[config.mk]
export PLATFORM = sky130hd
export DESIGN_NAME = resp_request_parser
export DESIGN_NICKNAME = d
export VERILOG_FILES = /design/src/sv/rrp_pkg.sv /design/src/sv/resp_request_parser.sv
export SDC_FILE = /design/constraint.sdc
export NUM_CORES = 1
export LEC_CHECK = 0
export BUFFER_PORTS_ARGS = -buffer_cell sky130_fd_sc_hd__clkbuf_2
export CORE_ASPECT_RATIO = 0.6
export CORE_MARGIN = 10
export CORE_UTILIZATION = 40
export CTS_CLUSTER_DIAMETER = 120
export CTS_CLUSTER_SIZE = 40
export DETAILED_ROUTE_END_ITERATION = 16
export MAX_ROUTING_LAYER = met4
export SETUP_SLACK_MARGIN = 0.3
export SLEW_MARGIN = 0
export SYNTH_ARGS = -nofsm -noshare
export SYNTH_HDL_FRONTEND = slang
export SYNTH_SLANG_ARGS = --single-unit
export TNS_END_PERCENT = 100
[constraint.sdc]
create_clock -name clock -period 5.95 [get_ports clock]
set_clock_uncertainty 0.05 [all_clocks]
set_input_delay 1.19 -clock clock [delete_from_list [all_inputs] [get_ports clock]]
set_output_delay 1.19 -clock clock [all_outputs]
set_load 0.02 [all_outputs]
[src/sv/rrp_pkg.sv]
`default_nettype none
// ----------------------------------------------------------------------------
// rrp_pkg
// Shared types and constants of the request parser: counter widths, byte
// codes, result kinds and the result record.
// ----------------------------------------------------------------------------
package rrp_pkg;

   localparam int CountBits = 20;
   localparam int IdxBits   = 20;
   localparam int AccBits   = CountBits + 4;

   localparam logic [CountBits-1:0] CntMax = {CountBits{1'b1}};
   localparam logic [AccBits-1:0]   Ten    = AccBits'(10);

   localparam logic [7:0] ChCr   = 8'h0d;
   localparam logic [7:0] ChZero = 8'h30;
   localparam logic [7:0] ChNine = 8'h39;

   typedef enum logic [1:0] {
      KIND_DATA      = 2'd0,
      KIND_EMPTY_ARG = 2'd1,
      KIND_EMPTY_CMD = 2'd2
   } kind_type;

   typedef struct packed {
      logic [7:0]         data_byte;
      logic [IdxBits-1:0] arg_index;
      kind_type           kind;
      logic               last_of_arg;
      logic               last_of_command;
   } rsp_type;

endpackage
`default_nettype wire

[src/sv/resp_request_parser.sv]
`default_nettype none
// ----------------------------------------------------------------------------
// resp_request_parser
// Byte-serial parser for requests framed as an array of bulk strings.
// ----------------------------------------------------------------------------
// Takes one request byte per clock cycle while req_stall is low. Each accepted
// byte updates the parse state in the same cycle and any result it causes is
// registered into the output register or, while that is held, into the skid
// register. The result side is thus a two-deep buffer, so input keeps flowing
// while one result waits; req_stall rises only once both are full and comes
// straight from a register. Payload bytes carry their argument index and
// last-of-argument / last-of-command flags; an empty argument or an empty
// command yields one marker result. Counts saturate at 2^20 - 1.
// ----------------------------------------------------------------------------
module resp_request_parser (
   input  wire logic                        clock,
   input  wire logic                        reset,
   input  wire logic                        req_valid,
   output      logic                        req_stall,
   input  wire logic [7:0]                  req_in_byte,
   output      logic                        rsp_valid,
   input  wire logic                        rsp_stall,
   output      logic [7:0]                  rsp_data_byte,
   output      logic [rrp_pkg::IdxBits-1:0] rsp_arg_index,
   output      logic [1:0]                  rsp_kind,
   output      logic                        rsp_last_of_arg,
   output      logic                        rsp_last_of_command
);

   typedef enum logic [3:0] {
      PH_ARR_TYPE = 4'd0,
      PH_ARR_NUM  = 4'd1,
      PH_ARR_LF   = 4'd2,
      PH_STR_TYPE = 4'd3,
      PH_STR_NUM  = 4'd4,
      PH_STR_LF   = 4'd5,
      PH_DATA     = 4'd6,
      PH_TAIL_CR  = 4'd7,
      PH_TAIL_LF  = 4'd8
   } phase_type;

   phase_type                       phase_ff, phase_in;
   logic [rrp_pkg::CountBits-1:0]   accum_ff, accum_in;
   logic [rrp_pkg::CountBits-1:0]   args_left_ff, args_left_in;
   logic [rrp_pkg::CountBits-1:0]   cur_arg_ff, cur_arg_in;
   logic [rrp_pkg::CountBits-1:0]   bytes_left_ff, bytes_left_in;

   logic                            out_valid_ff;
   rrp_pkg::rsp_type                out_ff;
   logic                            skid_valid_ff;
   rrp_pkg::rsp_type                skid_ff;

   logic                            accept;
   logic                            out_take;
   logic                            res_valid;
   rrp_pkg::rsp_type                res;

   logic                            is_digit;
   logic [rrp_pkg::AccBits-1:0]     acc_sum;
   logic [rrp_pkg::CountBits-1:0]   acc_folded;
   logic [rrp_pkg::CountBits-1:0]   bytes_dec;
   logic [rrp_pkg::IdxBits-1:0]     cur_idx;

   assign accept   = req_valid && !skid_valid_ff;
   assign out_take = out_valid_ff && !rsp_stall;

   assign is_digit   = (req_in_byte >= rrp_pkg::ChZero) && (req_in_byte <= rrp_pkg::ChNine);
   assign acc_sum    = rrp_pkg::AccBits'(accum_ff) * rrp_pkg::Ten
                     + rrp_pkg::AccBits'(4'(req_in_byte - rrp_pkg::ChZero));
   assign acc_folded = (acc_sum > rrp_pkg::AccBits'(rrp_pkg::CntMax)) ? rrp_pkg::CntMax
                     : acc_sum[rrp_pkg::CountBits-1:0];
   assign bytes_dec  = bytes_left_ff - rrp_pkg::CountBits'(1);
   assign cur_idx    = rrp_pkg::IdxBits'(cur_arg_ff);

   always_comb begin
      phase_in      = phase_ff;
      accum_in      = accum_ff;
      args_left_in  = args_left_ff;
      cur_arg_in    = cur_arg_ff;
      bytes_left_in = bytes_left_ff;
      res_valid     = 1'b0;
      res.data_byte       = '0;
      res.arg_index       = cur_idx;
      res.kind            = rrp_pkg::KIND_DATA;
      res.last_of_arg     = 1'b0;
      res.last_of_command = 1'b0;
      case (phase_ff)
         PH_ARR_TYPE: begin
            accum_in = '0;
            phase_in = PH_ARR_NUM;
         end
         PH_ARR_NUM: begin
            if (req_in_byte == rrp_pkg::ChCr) begin
               phase_in = PH_ARR_LF;
            end else if (is_digit) begin
               accum_in = acc_folded;
            end
         end
         PH_ARR_LF: begin
            args_left_in = accum_ff;
            cur_arg_in   = '0;
            if (accum_ff == '0) begin
               res_valid           = 1'b1;
               res.arg_index       = '0;
               res.kind            = rrp_pkg::KIND_EMPTY_CMD;
               res.last_of_command = 1'b1;
               phase_in            = PH_ARR_TYPE;
            end else begin
               phase_in = PH_STR_TYPE;
            end
         end
         PH_STR_TYPE: begin
            accum_in = '0;
            phase_in = PH_STR_NUM;
         end
         PH_STR_NUM: begin
            if (req_in_byte == rrp_pkg::ChCr) begin
               phase_in = PH_STR_LF;
            end else if (is_digit) begin
               accum_in = acc_folded;
            end
         end
         PH_STR_LF: begin
            bytes_left_in = accum_ff;
            if (accum_ff == '0) begin
               res_valid           = 1'b1;
               res.kind            = rrp_pkg::KIND_EMPTY_ARG;
               res.last_of_arg     = 1'b1;
               res.last_of_command = (args_left_ff == rrp_pkg::CountBits'(1));
               phase_in            = PH_TAIL_CR;
            end else begin
               phase_in = PH_DATA;
            end
         end
         PH_DATA: begin
            bytes_left_in       = bytes_dec;
            res_valid           = 1'b1;
            res.data_byte       = req_in_byte;
            res.last_of_arg     = (bytes_dec == '0);
            res.last_of_command = (bytes_dec == '0)
                                && (args_left_ff == rrp_pkg::CountBits'(1));
            if (bytes_dec == '0) begin
               phase_in = PH_TAIL_CR;
            end
         end
         PH_TAIL_CR: begin
            phase_in = PH_TAIL_LF;
         end
         PH_TAIL_LF: begin
            args_left_in = args_left_ff - rrp_pkg::CountBits'(1);
            cur_arg_in   = cur_arg_ff + rrp_pkg::CountBits'(1);
            phase_in     = (args_left_ff == rrp_pkg::CountBits'(1)) ? PH_ARR_TYPE
                                                                   : PH_STR_TYPE;
         end
         default: begin
            phase_in      = PH_ARR_TYPE;
            accum_in      = '0;
            args_left_in  = '0;
            cur_arg_in    = '0;
            bytes_left_in = '0;
         end
      endcase
   end

   always_ff @(posedge clock) begin
      if (reset) begin
         phase_ff      <= PH_ARR_TYPE;
         accum_ff      <= '0;
         args_left_ff  <= '0;
         cur_arg_ff    <= '0;
         bytes_left_ff <= '0;
      end else if (accept) begin
         phase_ff      <= phase_in;
         accum_ff      <= accum_in;
         args_left_ff  <= args_left_in;
         cur_arg_ff    <= cur_arg_in;
         bytes_left_ff <= bytes_left_in;
      end
   end

   // output register plus skid register
   always_ff @(posedge clock) begin
      if (reset) begin
         out_valid_ff  <= 1'b0;
         skid_valid_ff <= 1'b0;
      end else if (!out_valid_ff || out_take) begin
         if (skid_valid_ff) begin
            out_valid_ff  <= 1'b1;
            skid_valid_ff <= 1'b0;
         end else begin
            out_valid_ff <= accept && res_valid;
         end
      end else if (accept && res_valid) begin
         skid_valid_ff <= 1'b1;
      end
   end

   always_ff @(posedge clock) begin
      if (!out_valid_ff || out_take) begin
         out_ff <= skid_valid_ff ? skid_ff : res;
      end
      if (out_valid_ff && !out_take && !skid_valid_ff) begin
         skid_ff <= res;
      end
   end

   assign req_stall           = skid_valid_ff;
   assign rsp_valid           = out_valid_ff;
   assign rsp_data_byte       = out_ff.data_byte;
   assign rsp_arg_index       = out_ff.arg_index;
   assign rsp_kind            = out_ff.kind;
   assign rsp_last_of_arg     = out_ff.last_of_arg;
   assign rsp_last_of_command = out_ff.last_of_command;

   a_skid_implies_out: assert property (@(posedge clock) disable iff (reset)
      skid_valid_ff |-> out_valid_ff)
      else $error("skid register holds a transfer while output register is empty");

   a_skid_fill_on_stall: assert property (@(posedge clock) disable iff (reset)
      $rose(skid_valid_ff) |-> $past(out_valid_ff && rsp_stall))
      else $error("skid register filled while output was free");

   a_empty_cmd_flags: assert property (@(posedge clock) disable iff (reset)
      (out_valid_ff && out_ff.kind == rrp_pkg::KIND_EMPTY_CMD)
      |-> (out_ff.last_of_command && !out_ff.last_of_arg && out_ff.data_byte == '0))
      else $error("empty-command marker with wrong flags");

   a_data_has_bytes: assert property (@(posedge clock) disable iff (reset)
      (phase_ff == PH_DATA) |-> (bytes_left_ff != '0))
      else $error("payload phase entered with no bytes left");

endmodule
`default_nettype wire
==> results.yml, run 1 <==
clock_tree:
  cts.reportedPaths.clkPinSlew_ns: 0.07
  cts_resized: 0
  h-tree-depth: 4
  clk_path_buf_depth: 2
  cts_setup_buffers: 0
  clock_latency_ns: 0.42
  cts_inserted_buffers: 17
  cts_hold_buf: 0
  cts_root_buffer: "clkbuf_16"
  cts.sinks: 150
  cts_tree: "done"
finish:
  n_antenna_cell: 0
  final_nets: 1063
  final_area_mm2: 0.009953
  final_common_cell: "nor2_1"
  area_growth_pct: 11.43
  fin_util_pct: 45.20
  layout_common_cells: "109 x nor2_1, 89 x nand2_1, 85 x dfxtp_1, 64 x edfxtp_1, 53 x a21oi_1"
  layout-drive-gt1-share_pct: 13.36
floorplanning:
  top_level_ports: 46
  design.die.area_mm2: 0.02890
  std_cell_rows: 42
  chipWidth_um: 212.9
  core_area_mm2: 0.02202
  die_h_um: 135.8
  start_util_pct: 40.57
drt:
  drc: 0
  drt_iter0_markers: 745
  routed_wl_um: 24120
  drt-vias-per-instance: 5.850
  ant_nets: 0
  wire_per_inst_um: 18.49
  first_pass_iters: 5
  vias: 7628
worst_hold_path:
  hold_start: "args_left_ff[18]"
  hold_path.class: "reg -> reg"
  hold_end: "args_left_ff[18]"
  whs_path_depth: 2
synthesis:
  synth_seq_area_share_pct: 40.79
  synth_top_family_by_area: "simple AND/OR/NAND/NOR gates"
  synth-compound-area-share_pct: 17.97
  synth-simple-area-share_pct: 22.10
  synthAdderAreaFrac_pct: 6.612
  ys_warn_count: 0
  netlist_area_mm2: 0.008932
  async_reset_ff_share_pct: 0
  synth_cell_types: 69
  synthCells: 992
  synth_edf_count: 64
  synthXorXnorAreaFrac_pct: 5.197
  synthFlopType: "dfxtp_1"
  avgSynthCellArea_um2: 9.004
  yosys_register_bits: 150
  synth_mux_area_share_pct: 3.978
  synth_nets: 1050
power:
  power_mw: 2.405
  p_leak_nw: 3.928
  p_int_mw: 1.752
  power.switching_mw: 0.6525
  seqPwrFrac_pct: 46.4
  switching_share_pct: 27.13
  power_frac_comb_pct: 8.9
  p_per_area_mw_per_mm2: 241.6
  ir_worst_vdd_uv: 175.5
  clock_power_share_pct: 44.7
grt:
  grt_pass1_vias: 6547
  antenna_found_initial: 0
  grt_max_degree: 55
  grt_usage_pct: 17.05
  grt_pass1_wl_um: 37880
  grt-ovfl-total: 0
placed_design:
  io_buffers: 45
  dpl_cell_area_mm2: 0.009366
  dp_hpwl_um: 17290
  gp_congestion: 0.8740
worst_setup_path:
  worst_setup_path_end_kind: "flip-flop"
  startpoint_type: "flip-flop"
  critical_path_class: "reg -> reg"
  crit_arrival_ns: 4.39
  startpoint: "accum_ff[1]"
  cp_data_required_time_ns: 6.22
  critPathMaxFanout: 10
  regToRegSetupSlack_ns: 1.83
  reg2reg_to: "accum_ff[3]"
  r2r-start: "accum_ff[1]"
  rr_worst_depth: 12
timing:
  worst_slew_pin_slew_ns: 0.9593
  hold_viol_final: 0
  hold_slack_ns: 0.4322
  max_freq_mhz: 242.9
  slew_viol_final: 0
  fin_setup_tns_ns: 0
  final.min_clock_period_ns: 4.117
  setup_viol: 0
  grt_setup_unrepaired: "no"
  period_share_pct: 69.20
  relSlewSlack_pct: 35.89
status:
  status: "finished, final reports clean"
run:
  maxCapViolCount: 0
sequential cells by signal (all words and copies together), names as in the netlist, 2 cells and up:
signal,flops
rsp_arg_index,20
cur_arg_ff,20
phase_ff,4
rsp_kind,2
skid_ff,32
args_left_ff,20
accum_ff,20
bytes_left_ff,20
rsp_data_byte,8
stage by stage:
step / cells / setup WS (ns)
6_report: 1304 / 1.833
3_3_place_gp: 1272 / 2.012
2_1_floorplan: 992 / 2.080
5_1_grt: 1304 / 1.600
4_1_cts: 1304 / 1.863
3_5_place_dp: 1272 / 1.888
cell type report:
type | count | area (µm²)
clock buffers | 17 | 425.4
fillers | 2086 | 12070
flip-flops and latches | 150 | 3645
clock inverters | 15 | 161.4
well taps | 286 | 357.8
inverters | 17 | 63.81
multi-input cells | 766 | 5015
repair buffers | 53 | 285.3
critical path, stage by stage, from the launching register on:
cell and delay (ns):
dfxtp_1 0.50, ha_1 0.29, ha_1 0.24, fa_1 0.41
a21o_1 0.24, a221oi_4 0.40, o21ai_0 0.17, xnor2_1 0.18
nor4_2 0.37, and4_1 0.31, and2_1 0.32, o21ai_2 0.20
a221oi_1 0.33
cell families (layout without fill, tap and decap cells):
| family | Yosys count | count (layout) |
|---|---|---|
| simple gates | 392 | 392 |
| xor+xnor | 53 | 53 |
| compound gates | 243 | 243 |
| fa+ha+maj | 46 | 46 |
| buf+inv | 76 | 102 |
| flops | 150 | 150 |
| mux | 32 | 32 |
worst max-delay path by stage:
stage | endpoint | slack [ns]
5_1_grt | accum_ff[4] | 1.60
4_1_cts | accum_ff[3] | 1.86
6_report | accum_ff[3] | 1.83
2_1_floorplan | skid_ff[0] | 2.08
3_5_place_dp | accum_ff[3] | 1.89
3_3_place_gp | accum_ff[3] | 2.01
routing by layer:
layer / vias up / share of wire (%) / track usage (%)
met3: 21 / 8.7 / 3.812
met2: 273 / 36 / 19.97
met5: - / 0 / -
met4: 0 / 0.84 / 3.237
met1: 3637 / 54 / 27.60
li1: 3697 / - / -
cells in the mapped netlist (all sizes together), types with 28 or more instances:
cell type	count	share of area, %
clkbuf	50	2.1
and2	30	2.1
o21ai	61	3.5
ha	44	6.2
a21oi	53	3.0
a22oi	35	2.9
edfxtp	64	22
nor3	31	1.7
dfxtp	86	19
nor2	111	4.7
nand2	89	3.7
xor2	28	2.7
mux2	28	3.5
power by group through the flow:
stage / clock, mW / combinational [mW] / sequential (mW)
3_3_place_gp: 0 / 0.211 / 1.14
2_1_floorplan: 0 / 0.142 / 1.14
3_5_place_dp: 0 / 0.210 / 1.14
6_report: 1.08 / 0.214 / 1.12
4_1_cts: 1.10 / 0.213 / 1.11
5_1_grt: 1.14 / 0.234 / 1.12
(Power assumes the default switching activity.)
==> inputs of run 2 (changes only) <==
==> constraint.sdc (replaced) <==
create_clock -name clock -period 3.4 [get_ports clock]
set_clock_uncertainty 0.05 [all_clocks]
set_input_delay 0.68 -clock clock [delete_from_list [all_inputs] [get_ports clock]]
set_output_delay 0.68 -clock clock [all_outputs]
set_load 0.02 [all_outputs]
==> results.yml, run 2 (same netlist as run 1, synthesis figures left out) <==
status:
  status: "finished, violations left"
  violations: "setup timing"
floorplanning:
  die_h_um: 135.8
  top_level_ports: 46
  std_cell_rows: 42
  design.die.area_mm2: 0.02890
  start_util_pct: 40.57
  core_area_mm2: 0.02202
  chipWidth_um: 212.9
grt:
  grt_max_degree: 41
  grt_usage_pct: 17.77
  antenna_found_initial: 0
  grt-ovfl-total: 0
  grt_pass1_vias: 6971
  grt_pass1_wl_um: 39890
drt:
  vias: 7801
  wire_per_inst_um: 17.89
  drt-vias-per-instance: 5.600
  drt_iter0_markers: 648
  routed_wl_um: 24920
  first_pass_iters: 5
  drc: 0
  ant_nets: 0
clock_tree:
  cts_tree: "done"
  cts_inserted_buffers: 17
  cts_hold_buf: 0
  cts_root_buffer: "clkbuf_16"
  cts.reportedPaths.clkPinSlew_ns: 0.07
  clock_latency_ns: 0.42
  cts.sinks: 150
  clk_path_buf_depth: 2
  h-tree-depth: 4
worst_setup_path:
  startpoint_type: "flip-flop"
  cp_data_required_time_ns: 3.64
  critical_path_class: "reg -> reg"
  crit_arrival_ns: 3.65
  startpoint: "accum_ff[1]"
  critPathMaxFanout: 8
  r2r-start: "accum_ff[1]"
  regToRegSetupSlack_ns: -0.02
  worst_setup_path_end_kind: "flip-flop"
finish:
  fin_util_pct: 49.43
  fill_cells: 2005
  multi_input_area_mm2: 0.005254
  top_register: "skid_ff"
  layout_common_cells: "108 x nor2_1, 91 x buf_4, 88 x nand2_1, 82 x dfxtp_1, 64 x edfxtp_1"
  n_antenna_cell: 0
  area_growth_pct: 21.85
  largest_register_ffs: 32
  seqCellArea_mm2: 0.003654
  final_nets: 1152
  final_common_cell: "nor2_1"
  layout-drive-gt1-share_pct: 23.58
worst_hold_path:
  hold_start: "args_left_ff[18]"
  hold_path.class: "reg -> reg"
power:
  power_mw: 4.169
  p_leak_nw: 4.397
  ir_worst_vdd_uv: 369.7
  p_per_area_mw_per_mm2: 383.0
timing:
  worst_slew_pin_slew_ns: 0.9678
  fin_setup_tns_ns: -0.03308
  max_freq_mhz: 292.5
  grt_setup_unrepaired: "yes"
  setup_viol: 3
  hold_slack_ns: 0.4227
  final.min_clock_period_ns: 3.418
  relSlewSlack_pct: 35.33
  period_share_pct: 100.5
  hold_viol_final: 0
  slew_viol_final: 0
  worst_slack_ns: -0.01845
placed_design:
  dp_hpwl_um: 18400
  gp_congestion: 0.9103
  io_buffers: 45
  post-place-ws_ns: -0.06272
run:
  maxCapViolCount: 0
## run 2: layout make-up
cell class,instances,area share (%)
Tap cell,286,3.288
Clock buffer,19,4.173
Inverter,17,0.5863
Clock inverter,13,0.9886
Timing Repair Buffer,142,9.127
Sequential cell,150,33.57
Multi-Input combinational cell,766,48.27
## run 2: worst max-delay path, cell delays in order, from the launching register on
cell and delay [ns]:
dfxtp_4 0.35, ha_4 0.24, ha_4 0.16, fa_2 0.36, a21o_1 0.21, a221oi_4 0.24, buf_6 0.17, nand3_2 0.06
a211o_1 0.31, a221oi_4 0.35, o2bb2ai_4 0.17, nand4_1 0.21, o21ai_4 0.16, buf_6 0.17, o21ai_1 0.08
## run 2: report_power, final
group          switching [mW]  internal (mW)
clock                   0.826          0.998
sequential             0.0297           1.91
combinational           0.270          0.134
total                    1.13           3.04
## run 2: routing by layer
metal  GRT usage (%)  share of wire (%)
met5               -                  0
met4           2.764               0.39
met3           4.367                8.3
met2           20.73                 36
met1           28.79                 55
## run 2: worst paths after layout
kind | endpoint | cells past startpoint
hold / removal | args_left_ff[18] | 2
setup / recovery | accum_ff[17] | 14
setup reg to reg | accum_ff[17] | 14
hold reg to reg | args_left_ff[18] | 2
## run 2: timing repair
item | in CTS | in global routing
gates cloned | 0 | 0
setup endpoints to repair | 20 | 25
resized for setup | 23 | 17
pin swaps | 12 | 10
buffers inserted | 7 | 4
## run 2: metrics by stage
stage | cells | area, µm²
6_report | 1393 | 10880
5_1_grt | 1393 | 10880
4_1_cts | 1389 | 10750
3_5_place_dp | 1350 | 10020
3_3_place_gp | 1350 | 10020
2_1_floorplan | 992 | 9004
